<file path="config.mk">
export PLATFORM = sky130hd
export DESIGN_NAME = mcm_mac
export DESIGN_NICKNAME = d
export VERILOG_FILES = /design/src/design/mcm_pkg.sv /design/src/design/mcm_mac.sv
export SDC_FILE = /design/constraint.sdc
export NUM_CORES = 2
export LEC_CHECK = 0
export ABC_AREA = 1
export ABC_CLOCK_PERIOD_IN_PS = 15350
export BUFFER_PORTS_ARGS = -buffer_cell sky130_fd_sc_hd__buf_2
export CORE_ASPECT_RATIO = 0.9
export CORE_MARGIN = 3
export CORE_UTILIZATION = 40
export CTS_BUF_LIST = sky130_fd_sc_hd__clkbuf_4 sky130_fd_sc_hd__clkbuf_8
export DETAILED_ROUTE_END_ITERATION = 10
export GPL_TIMING_DRIVEN = 0
export SLEW_MARGIN = 20
export SYNTH_ARGS = -nofsm -noshare
export SYNTH_HDL_FRONTEND = slang
export SYNTH_SLANG_ARGS = --single-unit
export TNS_END_PERCENT = 5
</file>
<file path="constraint.sdc">
create_clock -name clk -period 15.35 [get_ports clk]
set_input_delay 2.3025 -clock clk [delete_from_list [all_inputs] [get_ports clk]]
set_output_delay 2.3025 -clock clk [all_outputs]
set_load 0.02 [all_outputs]
</file>
<file path="src/design/mcm_pkg.sv">
// Shared widths, register codes and interface structs for the channel mixer.
package mcm_pkg;

	localparam int ROWS       = 16;
	localparam int COLS       = 16;
	localparam int OUTS       = 16;
	localparam int ROW_W      = $clog2(ROWS);
	localparam int COL_W      = $clog2(COLS);
	localparam int STEP_W     = $clog2(OUTS);
	localparam int CNT_W      = $clog2(OUTS + 1);
	localparam int COEF_W     = 18;
	localparam int SAMP_W     = 16;
	localparam int ACC_W      = 40;
	localparam int PROD_W     = SAMP_W + COEF_W;
	localparam int SUM_W      = PROD_W + 1;
	localparam int BANK_DEPTH = ROWS * COLS / 2;
	localparam int BANK_AW    = $clog2(BANK_DEPTH);
	localparam int CFG_IDX_W  = 2;
	localparam int CFG_DATA_W = 5;

	localparam logic [CFG_IDX_W-1:0] CFG_COMPLEX_MODE = 2'd0;
	localparam logic [CFG_IDX_W-1:0] CFG_INPUT_COUNT  = 2'd1;
	localparam logic [CFG_IDX_W-1:0] CFG_COLUMN_COUNT = 2'd2;

	localparam logic CMD_LOAD   = 1'b0;
	localparam logic CMD_SAMPLE = 1'b1;

	// One coefficient fetch issued to the store and the multiplier pipeline.
	typedef struct packed {
		logic              valid;
		logic              live;
		logic              cplx;
		logic [STEP_W-1:0] step;
	} mac_req_t;

	// One product term on its way into the accumulator ring.
	typedef struct packed {
		logic                    valid;
		logic                    live;
		logic signed [SUM_W-1:0] re;
		logic signed [SUM_W-1:0] im;
	} contrib_t;

	typedef struct packed {
		logic signed [ACC_W-1:0] re;
		logic signed [ACC_W-1:0] im;
	} acc_t;

endpackage

</file>
<file path="src/design/mcm_mac.sv">
// Multiply pipeline: coefficient select, four products, then the complex combine.
module mcm_mac import mcm_pkg::*; (
	input  logic                     clk,
	input  logic                     arst_n,
	input  mac_req_t                 req,
	input  logic signed [SAMP_W-1:0] sample_re,
	input  logic signed [SAMP_W-1:0] sample_im,
	input  logic signed [COEF_W-1:0] coef_even,
	input  logic signed [COEF_W-1:0] coef_odd,
	output contrib_t                 contrib,
	output logic                     busy
);

	mac_req_t                 req_s1;
	logic                     valid_s2;
	logic                     live_s2;
	logic                     cplx_s2;
	logic signed [PROD_W-1:0] p_rr_s2;
	logic signed [PROD_W-1:0] p_ii_s2;
	logic signed [PROD_W-1:0] p_ri_s2;
	logic signed [PROD_W-1:0] p_ir_s2;
	logic                     valid_s3;
	logic                     live_s3;
	logic signed [SUM_W-1:0]  re_s3;
	logic signed [SUM_W-1:0]  im_s3;
	logic signed [COEF_W-1:0] cr;
	logic signed [COEF_W-1:0] ci;

	// In real mode the column parity picks the bank; in complex mode the pair
	// is the real part in the even bank and the imaginary part in the odd bank.
	always_comb begin
		ci = coef_odd;
		if (req_s1.cplx) begin
			cr = coef_even;
		end else begin
			cr = req_s1.step[0] ? coef_odd : coef_even;
		end
	end

	always_ff @(posedge clk or negedge arst_n) begin
		if (!arst_n) begin
			req_s1   <= '0;
			valid_s2 <= 1'b0;
			valid_s3 <= 1'b0;
		end else begin
			req_s1   <= req;
			valid_s2 <= req_s1.valid;
			valid_s3 <= valid_s2;
		end
	end

	// The imaginary sum only collects products of complex-mode samples.
	always_ff @(posedge clk) begin
		live_s2 <= req_s1.live;
		cplx_s2 <= req_s1.cplx;
		p_rr_s2 <= PROD_W'(sample_re * cr);
		p_ii_s2 <= PROD_W'(sample_im * ci);
		p_ri_s2 <= PROD_W'(sample_re * ci);
		p_ir_s2 <= PROD_W'(sample_im * cr);
		live_s3 <= live_s2;
		if (cplx_s2) begin
			re_s3 <= SUM_W'(p_rr_s2) - SUM_W'(p_ii_s2);
			im_s3 <= SUM_W'(p_ri_s2) + SUM_W'(p_ir_s2);
		end else begin
			re_s3 <= SUM_W'(p_rr_s2);
			im_s3 <= '0;
		end
	end

	assign contrib = '{valid: valid_s3, live: live_s3, re: re_s3, im: im_s3};
	assign busy    = req_s1.valid | valid_s2 | valid_s3;

endmodule

</file>
==> impl_metrics.csv <==
group,metric,value,unit
timing,hold_ws,0.3342,ns
cts,clk_pin_slew_worst_paths,0.06,ns
critical_path,crit_path_frequent_cell,"fa_1",
cts,cts-hold-fix-buffers,0,
cts,cts_max_path_buffers,3,
routing,via_per_inst,5.140,
die,start_util,40.61,%
cts,cts_buffers,42,
routing,wl,203900,um
cts,cts_num_sinks,215,
global_route,antenna_found_initial,25,
logic_synthesis,yosys.area.top_type,"fa_1",
critical_path,end_kind,"flop",
timing,slew_headroom,17.79,%
logic_synthesis,ys.flop_type,"dfxtp_1",
finish,final_cell_count_no_fill,9019,
timing,fin_tns_setup,0,ns
die,coreArea,0.1344,mm2
cts,htree_levels,2,
timing,max_freq,113.3,MHz
logic_synthesis,synth_top_area_share,42.61,%
die,dieArea,0.1409,mm2
critical_path,rr_startpoint,"req_s1[4]",
critical_path,worstRegToRegCells,23,
finish,syn_to_final_growth,7.199,%
cts,post-cts-setup-buffers,0,
global_route,grt.overflow.total,0,
critical_path,cpMaxStageDelayCell,"clkbuf_1",
timing,finalWorstPathRequiredPeriod,8.826,ns
place,port_buffers,124,
timing,finalMaxSlewViolations,0,
critical_path,r2r_slack,7.40,ns
hold_path,hold_path.class,"reg2reg",
routing,num_vias,46360,
critical_path,path_cells,"clkbuf_2 > clkbuf_1 > nand2_1 > fa_1 > inv_1 > fa_1 > fa_1 > fa_1 > fa_1 > fa_1 > ha_1 > a21oi_1 > o21ai_0 > a21oi_1 > o21ai_0 > a21oi_1 > nand2_1 > nand2_1 > nand2_1",
critical_path,r2r_end,"p_rr_s2[32]",
routing,drc,0,
cts,cts_resized,0,
logic_synthesis,ys_seq_area_share,7.940,%
place,place_inst,8929,
logic_synthesis,yosys_warnings,0,
place,dp_hpwl,177300,um
global_route,first_global_vias,47150,
logic_synthesis,synth_commonest_cells,"1,864 x inv_1, 1,535 x nand2_1, 1,162 x fa_1",
logic_synthesis,synth.area.top_cells,"fa_1 43%, inv_1 13%, nand2_1 11%",
routing,drt_iter0_markers,4679,
critical_path,cp.required,15.91,ns
cts,clock_latency,0.67,ns
routing,ant_nets,0,
timing,post-route-period-util,57.50,%
finish,layout-drive-gt1-share,4.306,%
logic_synthesis,synth_nets,8650,
die,fp.dieW,395.4,um
logic_synthesis,ys_ff_latch,215,
hold_path,hold_path.startpoint,"live_s2",
logic_synthesis,synth-edff-count,0,
timing,rsz0062_at_grt,"false",
timing,fin_worst_skew,0.04355,ns
logic_synthesis,synth.avg_cell_area,7.799,um2
global_route,grt_start_max_net_pins,13,
critical_path,crit_type,"in2reg",
timing,worstMarginPinSlew,1.233,ns
hold_path,hold_depth,0,
global_route,grtUsageTotal,29.21,%
cts,cts_root_buffer,"clkbuf_8",
critical_path,crit_start,"sample_re[8]",
die,io_pins,150,
timing,setup_viol,0,
critical_path,worstPathMaxFanout,10,
die,die_y,356.5,um
global_route,grt_pass1_wl,302400,um
die,num_rows,127,
critical_path,worstPathArrival,9.38,ns
timing,hold_violations,0,
critical_path,cp-start-kind,"input port",
place,gp_congestion,1.006,
hold_path,min_to,"live_s3",
routing,first_pass_iters,8,
logic_synthesis,ys_types,47,
finish,layout.nets,8818,
logic_synthesis,synth_cells,6999,
logic_synthesis,async_reset_ff_share,2.791,%
logic_synthesis,yosysMostFrequentCell,"inv_1",
job,maxCapViolations,0,
status,outcome,"finished, final reports clean",
logic_synthesis,syn-cell-area,0.05459,mm2
routing,routedWlPerCell,22.61,um
critical_path,max_stage_delay,0.97,ns
cts,tritoncts,"done",
layout make-up:
type                    count  area, um2
plain buffers             230      959.7
multi-input cells        4672      42260
inverters                1882       7064
clock inverters            17      221.5
diodes                     13      32.53
well taps                1806       2260
flip-flops and latches    215       4334
repair buffers            124      620.6
clock buffers              60      769.5
fillers                 14110      75910
flip-flops by register name, indices dropped and copies added (netlist names):
name	flops
cplx_s2	1
im_s3	35
live_s2	1
live_s3	1
p_ii_s2	34
p_ir_s2	34
p_ri_s2	34
p_rr_s2	34
re_s3	35
req_s1	4
valid_s2	1
valid_s3	1
stage by stage:
| stage | area, um2 | setup WS, ns | util, % |
|---|---|---|---|
| finish | 58520 | 6.524 | 43.53 |
| global route | 58500 | 6.290 | 43.52 |
| CTS | 58480 | 6.651 | 43.50 |
| detailed placement | 57490 | 5.941 | 42.76 |
| global placement | 57470 | 5.806 | 42.75 |
| floorplan | 54590 | 7.610 | - |
layer usage:
layer  track usage, %  wire [um]  part of all wire, %
met4            8.973       7028                  3.4
met2            42.67      84590                   41
met1            43.08      91600                   45
met3            6.440      20680                   10
met5                0         31                0.015
cell families after synthesis:
| group | after synthesis | share of synthesized area (%) |
|---|---|---|
| flip-flops | 215 | 7.940 |
| AND/OR/NAND/NOR | 2455 | 17.85 |
| AO/OA/AOI/OAI | 494 | 5.091 |
| buffers and inverters | 2112 | 14.68 |
| XOR/XNOR | 149 | 2.391 |
| adder cells (fa/ha/maj) | 1574 | 52.06 |
critical path: cells and delay by family:
| kind | cells | cell delay, ns |
|---|---|---|
| compound gates | 5 | 1.45 |
| simple gates | 4 | 0.44 |
| fa+ha+maj | 7 | 3.53 |
| buf+inv | 3 | 1.62 |
placed cells by master (no fill, tap or decap), types with 5 or more instances in the layout:
cell type,n
nand2_1,1535
nand4_1,40
or2_2,12
a31oi_1,8
fa_1,1162
xor2_1,87
buf_4,6
o21ai_1,12
clkinv_2,5
a21oi_1,241
inv_1,1864
clkbuf_1,163
buf_2,162
nor2_1,631
nor2_2,5
o21ai_0,131
nor3_1,33
diode_2,13
ha_1,412
o21bai_1,27
a21o_1,18
xnor2_1,62
clkbuf_8,51
clkinv_1,5
buf_1,12
nand3_1,159
dfxtp_1,209
inv_2,13
o21a_1,18
o21ai_2,10
o211ai_1,15
dfrtp_1,6
clkbuf_2,9
clkbuf_4,9
nand3b_1,13
a21boi_0,5
how the worst max path moves through the flow:
stage | end | slack, ns | cells past startpoint
detailed placement | p_rr_s2[20] | 5.94 | 21
CTS | p_rr_s2[20] | 6.65 | 21
global placement | p_rr_s2[32] | 5.81 | 19
floorplan | p_ir_s2[28] | 7.61 | 22
global route | p_ri_s2[21] | 6.29 | 23
finish | p_rr_s2[32] | 6.52 | 19
Power is left out: the tool's default activity adds up to more than one toggle a clock period on the data nets, which glitch-free logic cannot reach.
