$ cat config.mk
export PLATFORM = sky130hd
export DESIGN_NAME = mcm_acc_cell
export DESIGN_NICKNAME = d
export VERILOG_FILES = /design/src/design/mcm_pkg.sv /design/src/design/mcm_acc_cell.sv
export SDC_FILE = /design/constraint.sdc
export NUM_CORES = 1
export LEC_CHECK = 0
export BUFFER_PORTS_ARGS = -buffer_cell sky130_fd_sc_hd__buf_4
export CELL_PAD_IN_SITES_DETAIL_PLACEMENT = 0
export CELL_PAD_IN_SITES_GLOBAL_PLACEMENT = 1
export CORE_MARGIN = 2
export CORE_UTILIZATION = 42
export DETAILED_ROUTE_END_ITERATION = 8
export GPL_ROUTABILITY_DRIVEN = 1
export GPL_TIMING_DRIVEN = 1
export PLACE_DENSITY_LB_ADDON = 0.1
export SYNTH_ARGS = -nofsm -noshare
export SYNTH_HDL_FRONTEND = slang
export SYNTH_SLANG_ARGS = --single-unit
$ cat constraint.sdc
create_clock -name clk -period 1.5 [get_ports clk]
set_clock_uncertainty 0.05 [all_clocks]
set_input_delay 0.225 -clock clk [delete_from_list [all_inputs] [get_ports clk]]
set_output_delay 0.225 -clock clk [all_outputs]
set_load 0.05 [all_outputs]
$ cat src/design/mcm_pkg.sv
// Shared widths, register codes and interface structs for the channel mixer.
package mcm_pkg;

	localparam int ROWS       = 16;
	localparam int COLS       = 16;
	localparam int OUTS       = 16;
	localparam int ROW_W      = $clog2(ROWS);
	localparam int COL_W      = $clog2(COLS);
	localparam int STEP_W     = $clog2(OUTS);
	localparam int CNT_W      = $clog2(OUTS + 1);
	localparam int COEF_W     = 18;
	localparam int SAMP_W     = 16;
	localparam int ACC_W      = 40;
	localparam int PROD_W     = SAMP_W + COEF_W;
	localparam int SUM_W      = PROD_W + 1;
	localparam int BANK_DEPTH = ROWS * COLS / 2;
	localparam int BANK_AW    = $clog2(BANK_DEPTH);
	localparam int CFG_IDX_W  = 2;
	localparam int CFG_DATA_W = 5;

	localparam logic [CFG_IDX_W-1:0] CFG_COMPLEX_MODE = 2'd0;
	localparam logic [CFG_IDX_W-1:0] CFG_INPUT_COUNT  = 2'd1;
	localparam logic [CFG_IDX_W-1:0] CFG_COLUMN_COUNT = 2'd2;

	localparam logic CMD_LOAD   = 1'b0;
	localparam logic CMD_SAMPLE = 1'b1;

	// One coefficient fetch issued to the store and the multiplier pipeline.
	typedef struct packed {
		logic              valid;
		logic              live;
		logic              cplx;
		logic [STEP_W-1:0] step;
	} mac_req_t;

	// One product term on its way into the accumulator ring.
	typedef struct packed {
		logic                    valid;
		logic                    live;
		logic signed [SUM_W-1:0] re;
		logic signed [SUM_W-1:0] im;
	} contrib_t;

	typedef struct packed {
		logic signed [ACC_W-1:0] re;
		logic signed [ACC_W-1:0] im;
	} acc_t;

endpackage

$ cat src/design/mcm_acc_cell.sv
// One accumulator cell of the rotating ring; it takes its neighbor's sums on each shift.
module mcm_acc_cell import mcm_pkg::*; (
	input  logic     clk,
	input  logic     arst_n,
	input  logic     shift,
	input  acc_t     prev,
	input  contrib_t add,
	output acc_t     acc
);

	acc_t acc_q;

	always_ff @(posedge clk or negedge arst_n) begin
		if (!arst_n) begin
			acc_q <= '0;
		end else if (shift) begin
			acc_q.re <= prev.re + (add.live ? ACC_W'(add.re) : '0);
			acc_q.im <= prev.im + (add.live ? ACC_W'(add.im) : '0);
		end
	end

	assign acc = acc_q;

endmodule

==> flow_summary.json, run 1 <==
{
  "io_pins": 235,
  "wl_um": 27300,
  "root_buffer": "clkbuf_16",
  "rows": 48,
  "placed_cells": 1504,
  "crit_type": "in2reg",
  "final_area_um2": 13800,
  "dpl_worst_slack_ns": -1.62,
  "slew_headroom_pct": 69.8,
  "cts.path.max_buffers": 2,
  "grt_usage_pct": 27.6,
  "drt_iter0_markers": 365,
  "cap_violations": 0,
  "grt_pass1_wl_um": 41200,
  "synth_enable_flop_cells": 0,
  "worstSkewPairLatency_ns": 0.35,
  "fp.dieH_um": 138,
  "fin_crit_ns": 2.66,
  "p_seq_share_pct": 23.2,
  "yosys.area.top_type": "dfrtp_1",
  "synthToLayoutAreaGrowth_pct": 84.4,
  "grt_max_degree": 32,
  "p_int_w": 0.00763,
  "setup_viol": 73,
  "startpoint_type": "input port",
  "clkTransAtPathRegs_ns": 0.07,
  "dr.pass1.iters": 5,
  "ys_warn_count": 0,
  "switching_share_pct": 40.5,
  "antenna_cells": 0,
  "hp-class": "in2reg",
  "cts_tree": "done",
  "final_common_cell": "buf_4",
  "dr_total_vias": 8414,
  "synth_top_cell_area_share_pct": 26.7,
  "synthArstFlopShare_pct": 100,
  "hold_viol": 0,
  "cts_buffers": 9,
  "p_comb_share_pct": 56.5,
  "drive_gt1_share_pct": 59.3,
  "ys_types": 63,
  "tightest_slew_ns": 0.448,
  "htreeDepth": 3,
  "avgSynthCellArea_um2": 8.83,
  "clkSinkCount": 80,
  "wl_per_cell_um": 17.3,
  "final_cells": 1578,
  "die_w_um": 138,
  "synth_top_flop_cell": "dfrtp_1",
  "whs_ns": 0.178,
  "grt_pass1_vias": 8561,
  "ir_drop_uv": 701,
  "ys_ff_latch": 80,
  "powerDensity_nw_per_um2": 929,
  "critPathMaxFanout": 5,
  "total_leakage_power_nw": 6.80,
  "syn-num-nets": 1083,
  "coreArea_um2": 17400,
  "largest_reg_flops": 80,
  "crit_arrival_ns": 2.84,
  "failed_checks": "setup timing",
  "place_area_um2": 11700,
  "overflow": 0,
  "viasPerCell": 5.33,
  "utilization_pct": 79.6,
  "critPathCaptureType": "flip-flop",
  "slew_violations": 0,
  "required_ns": 1.68,
  "layout_common_cells": "buf_4 (478), dfrtp_1 (80), mux2_4 (53)",
  "antenna_found_initial": 0,
  "ant_nets": 0,
  "p_switching_w": 0.00520,
  "rsz0062_at_grt": "yes",
  "portBuffers": 233,
  "start_util_pct": 43.2,
  "yosysSeqAreaShare_pct": 26.7,
  "drc_errors": 0,
  "syn_area_um2": 7490,
  "finalCritPeriodShare_pct": 178,
  "synth_cells": 848,
  "status": "complete, but fails checks",
  "fin_ws_ns": -1.16,
  "synth_area_leaders": "dfrtp_1 (27%), ha_1 (13%), mux2_2 (9.0%)",
  "rrSetupSlack_ns": 0.59,
  "dp_hpwl_um": 19400,
  "clkPwrFrac_pct": 20.3,
  "fmax_mhz": 376,
  "die-area_um2": 18900,
  "gp_congestion": 0.884,
  "nNetsFinal": 1584
}
==> power groups by stage <==
stage / clock network [W] / logic, W / registers (W)
4_1_cts: 0.00264 / 0.00683 / 0.00296
2_1_floorplan: 0 / 0.00214 / 0.00464
5_1_grt: 0.00272 / 0.00767 / 0.00302
6_report: 0.00260 / 0.00725 / 0.00297
3_3_place_gp: 0 / 0.00612 / 0.00297
3_5_place_dp: 0 / 0.00620 / 0.00298
==> cells in the mapped netlist, types with 3 or more instances <==
library cell,instances
dfrtp_1,80
o21bai_1,13
or3_1,4
nand2b_1,6
and3_1,9
ha_1,78
o21ai_0,34
a31o_2,3
and2_1,73
a211oi_1,6
o211ai_1,6
xor2_1,24
a21oi_1,77
a21o_1,43
nor2_1,39
inv_1,22
nand2_1,58
nand3_1,18
o221ai_1,3
a31oi_1,17
buf_2,7
o21a_1,5
nand4_1,18
mux2_2,60
o31ai_1,6
xnor2_1,46
nor3_1,9
clkbuf_1,29
nor2b_1,8
or2_2,4
==> worst max-delay path, stage by stage <==
cell	delay, ns
buf_12	0.13
buf_8	0.13
and2_4	0.14
ha_4	0.28
buf_6	0.10
nand4_1	0.13
nor2_2	0.21
nand4_1	0.17
nor2b_4	0.17
o21ai_4	0.10
o41a_4	0.40
o21a_1	0.23
xnor2_2	0.15
mux2_4	0.27
==> repair_timing <==
item	CTS	global route
buffers inserted	38	29
gates resized for setup	172	95
cloned	5	0
hold buffers	1	0
hold endpoints to repair	17	0
endpoints found under the setup margin	73	73
pin swaps	114	101
==> through the flow <==
stage	TNS, ns	power (W)
after CTS	-54.88	0.0124
after global placement	-88.62	0.00909
after detailed placement	-90.85	0.00918
after global routing	-66.83	0.0134
final	-60.92	0.0128
after floorplan	-62.39	0.00678
==> per-layer routing <==
layer | track usage (%) | wire, µm | vias to the layer above
met5 | 0 | 0 | -
met4 | 9.97 | 728 | 0
met3 | 5.81 | 1650 | 52
met2 | 47.8 | 13700 | 247
met1 | 33.9 | 11200 | 4041
li1 | - | - | 4074
==> layout make-up <==
cell class              instances  area (µm²)
well taps                     225         282
clock buffers                  12         246
multi-input cells             706        6810
repair buffers                530        4300
clock inverters                 3        90.1
flip-flops and latches         80        2000
fillers                      1146        3540
inverters                      22        82.6
==> final timing paths <==
| kind | start | endpoint | cells after the start |
|---|---|---|---|
| max | add[70] | acc[72] | 14 |
| min | prev[0] | acc[0] | 3 |
| max reg2reg | acc[29] | acc[29] | 2 |
| min reg2reg | acc[51] | acc[51] | 2 |
| max in group asynchronous | arst_n | acc[10] | 3 |
| min in group asynchronous | arst_n | acc[31] | 2 |
==> cell families after synthesis <==
| logic type | after synthesis | synth area share (%) |
|---|---|---|
| XOR/XNOR | 70 | 8.18 |
| buffers and inverters | 62 | 3.34 |
| adder cells (fa/ha/maj) | 80 | 13.6 |
| flip-flops | 80 | 26.7 |
| AND/OR/NAND/NOR | 251 | 17.4 |
| multiplexers | 61 | 9.22 |
| AO/OA/AOI/OAI | 244 | 21.5 |
(Power assumes the default switching activity.)
==> run 2, diff against run 1 <==
Settings changed: CORE_ASPECT_RATIO set to 0.8, REMOVE_ABC_BUFFERS set to 1.
==> run 2 against run 1 <==
The run still ends with setup timing left. Wire length is 4.2% higher. Sequential power hardly changed. First-iteration DRC count up 8.8%. Sequential cell count did not move. Critical endpoint is now acc[33].
==> flow_summary.json, run 2 (same netlist as run 1, synthesis figures left out) <==
{
  "utilization_pct": 77.2,
  "ant_nets": 0,
  "dr_total_vias": 8458,
  "crit_arrival_ns": 2.92,
  "cts.path.max_buffers": 2,
  "fp.dieH_um": 123,
  "grt_pass1_vias": 8474,
  "coreArea_um2": 17400,
  "viasPerCell": 5.43,
  "rsz0062_at_grt": "yes",
  "fin_crit_ns": 2.74,
  "fmax_mhz": 366,
  "overflow": 0,
  "cpPeakStageDelay_ns": 0.44,
  "clkTransAtPathRegs_ns": 0.07,
  "p_int_w": 0.00721,
  "hp-class": "in2reg",
  "synthToLayoutAreaGrowth_pct": 79.1,
  "finalCritPeriodShare_pct": 182,
  "critPathSlowestCell": "a311oi_4",
  "clkSinkCount": 80,
  "gp_congestion": 0.946,
  "dp_hpwl_um": 18500,
  "p_comb_share_pct": 56.4,
  "total_leakage_power_nw": 6.53,
  "root_buffer": "clkbuf_16",
  "cts_buffers": 9,
  "tightest_slew_ns": 0.543,
  "rows": 43,
  "slew_violations": 0,
  "powerDensity_nw_per_um2": 930,
  "fin_ws_ns": -1.24,
  "failed_checks": "setup timing",
  "hold_viol": 0,
  "required_ns": 1.68,
  "path_cells": "buf_16 > buf_6 > and2_4 > ha_4 > nand4_1 > nor2_2 > buf_4 > o2111ai_4 > a311oi_4 > nor3_4 > o21a_4 > buf_6 > xnor2_1 > mux2_4",
  "path_common_cell": "buf_6",
  "worstSkewPairLatency_ns": 0.35,
  "drt_iter0_markers": 397,
  "nNetsFinal": 1563,
  "crit_type": "in2reg",
  "wl_per_cell_um": 18.3,
  "grt_usage_pct": 28.2,
  "die_w_um": 153,
  "critPathCaptureType": "flip-flop",
  "io_pins": 235,
  "status": "complete, but fails checks",
  "largest_reg_flops": 80,
  "setup_viol": 73,
  "cts_tree": "done",
  "drc_errors": 0,
  "dr.pass1.iters": 5,
  "clkPwrFrac_pct": 19.8,
  "ir_drop_uv": 671,
  "htreeDepth": 3,
  "layout_common_cells": "buf_4 (470), dfrtp_1 (80), a21oi_1 (52)",
  "final_common_cell": "buf_4",
  "n_fill_cell": 1198,
  "drive_gt1_share_pct": 57.9,
  "portBuffers": 233,
  "wl_um": 28500,
  "start_util_pct": 43.1,
  "startpoint_type": "input port",
  "p_switching_w": 0.00527,
  "antenna_found_initial": 0,
  "dpl_worst_slack_ns": -1.84,
  "p_seq_share_pct": 23.8,
  "grt_max_degree": 81,
  "grt_pass1_wl_um": 42900,
  "critPathMaxFanout": 6,
  "antenna_cells": 0,
  "slew_headroom_pct": 63.8,
  "cap_violations": 0,
  "die-area_um2": 18900,
  "switching_share_pct": 42.2
}
-- run 2: changes by cell type in the layout (fill, tap and decap cells not counted), moves of 4 or more --
| cell | previous run | this run |
|---|---|---|
| xnor2_2 | 16 | 7 |
| buf_6 | 38 | 30 |
| buf_8 | 4 | 0 |
| mux2_2 | 8 | 32 |
| mux2_4 | 53 | 29 |
| ha_4 | 33 | 29 |
| xnor2_1 | 29 | 38 |
| ha_1 | 43 | 47 |
| o21ai_2 | 9 | 13 |
| buf_4 | 478 | 470 |
-- run 2: layer usage --
metal	vias up	global-route usage, %	wire length (µm)
li1	4035	-	-
met1	4088	36.7	12500
met2	276	47.9	13700
met3	59	5.75	1690
met4	0	7.75	612
met5	-	0	0
-- run 2: what timing repair did --
| item | in CTS | in global routing |
|---|---|---|
| setup buffers | 32 | 23 |
| endpoints found under the setup margin | 72 | 73 |
| endpoints found under the hold margin | 80 | 0 |
| hold buffers | 1 | 0 |
| gates cloned | 3 | 1 |
| resized for setup | 232 | 79 |
| pin swaps | 121 | 70 |
-- run 2: worst paths after layout --
kind / start / to / slack, ns / cells past startpoint
max: add[70] / acc[33] / -1.24 / 14
max reg2reg: acc[46] / acc[46] / 0.56 / 2
min: prev[40] / acc[40] / 0.19 / 3
max in group asynchronous: arst_n / acc[2] / 0.59 / 3
min in group asynchronous: arst_n / acc[24] / 0.39 / 3
min reg2reg: acc[20] / acc[20] / 0.45 / 2
-- run 2: worst max-delay path, delay by kind of cell --
family / cells / cell delay [ns]
AO/OA/AOI/OAI: 3 / 0.80
AND/OR/NAND/NOR: 4 / 0.73
buffers and inverters: 4 / 0.52
adder cells (fa/ha/maj): 1 / 0.26
multiplexers: 1 / 0.26
XOR/XNOR: 1 / 0.11
-- run 2: final cells by class --
| class | count | area [µm²] | share of cell area [%] |
|---|---|---|---|
| clock inverters | 6 | 83.8 | 0.625 |
| inverters | 22 | 82.6 | 0.616 |
| repair buffers | 509 | 4070 | 30.4 |
| well taps | 225 | 282 | 2.10 |
| flip-flops and latches | 80 | 2000 | 14.9 |
| clock buffers | 10 | 229 | 1.71 |
| multi-input cells | 706 | 6660 | 49.7 |
-- run 2: per-stage QoR --
step	hold slack, ns	cell area, µm²	total power, W	std cells	setup TNS, ns
finish	0.191	13400	0.0125	1558	-61.81
CTS	0.169	12800	0.0121	1535	-53.71
detailed placement	0.257	11100	0.00891	1491	-104.45
floorplan	-0.121	7320	0.00647	808	-60.62
global placement	0.252	11100	0.00884	1491	-100.82
global route	0.189	13400	0.0130	1558	-66.11
-- run 2: power by group through the flow --
| stage | logic, W | registers, W | clock network [W] |
|---|---|---|---|
| global placement | 0.00587 | 0.00297 | 0 |
| CTS | 0.00662 | 0.00295 | 0.00250 |
| global route | 0.00740 | 0.00302 | 0.00259 |
| finish | 0.00704 | 0.00297 | 0.00247 |
| detailed placement | 0.00593 | 0.00298 | 0 |
| floorplan | 0.00183 | 0.00464 | 0 |
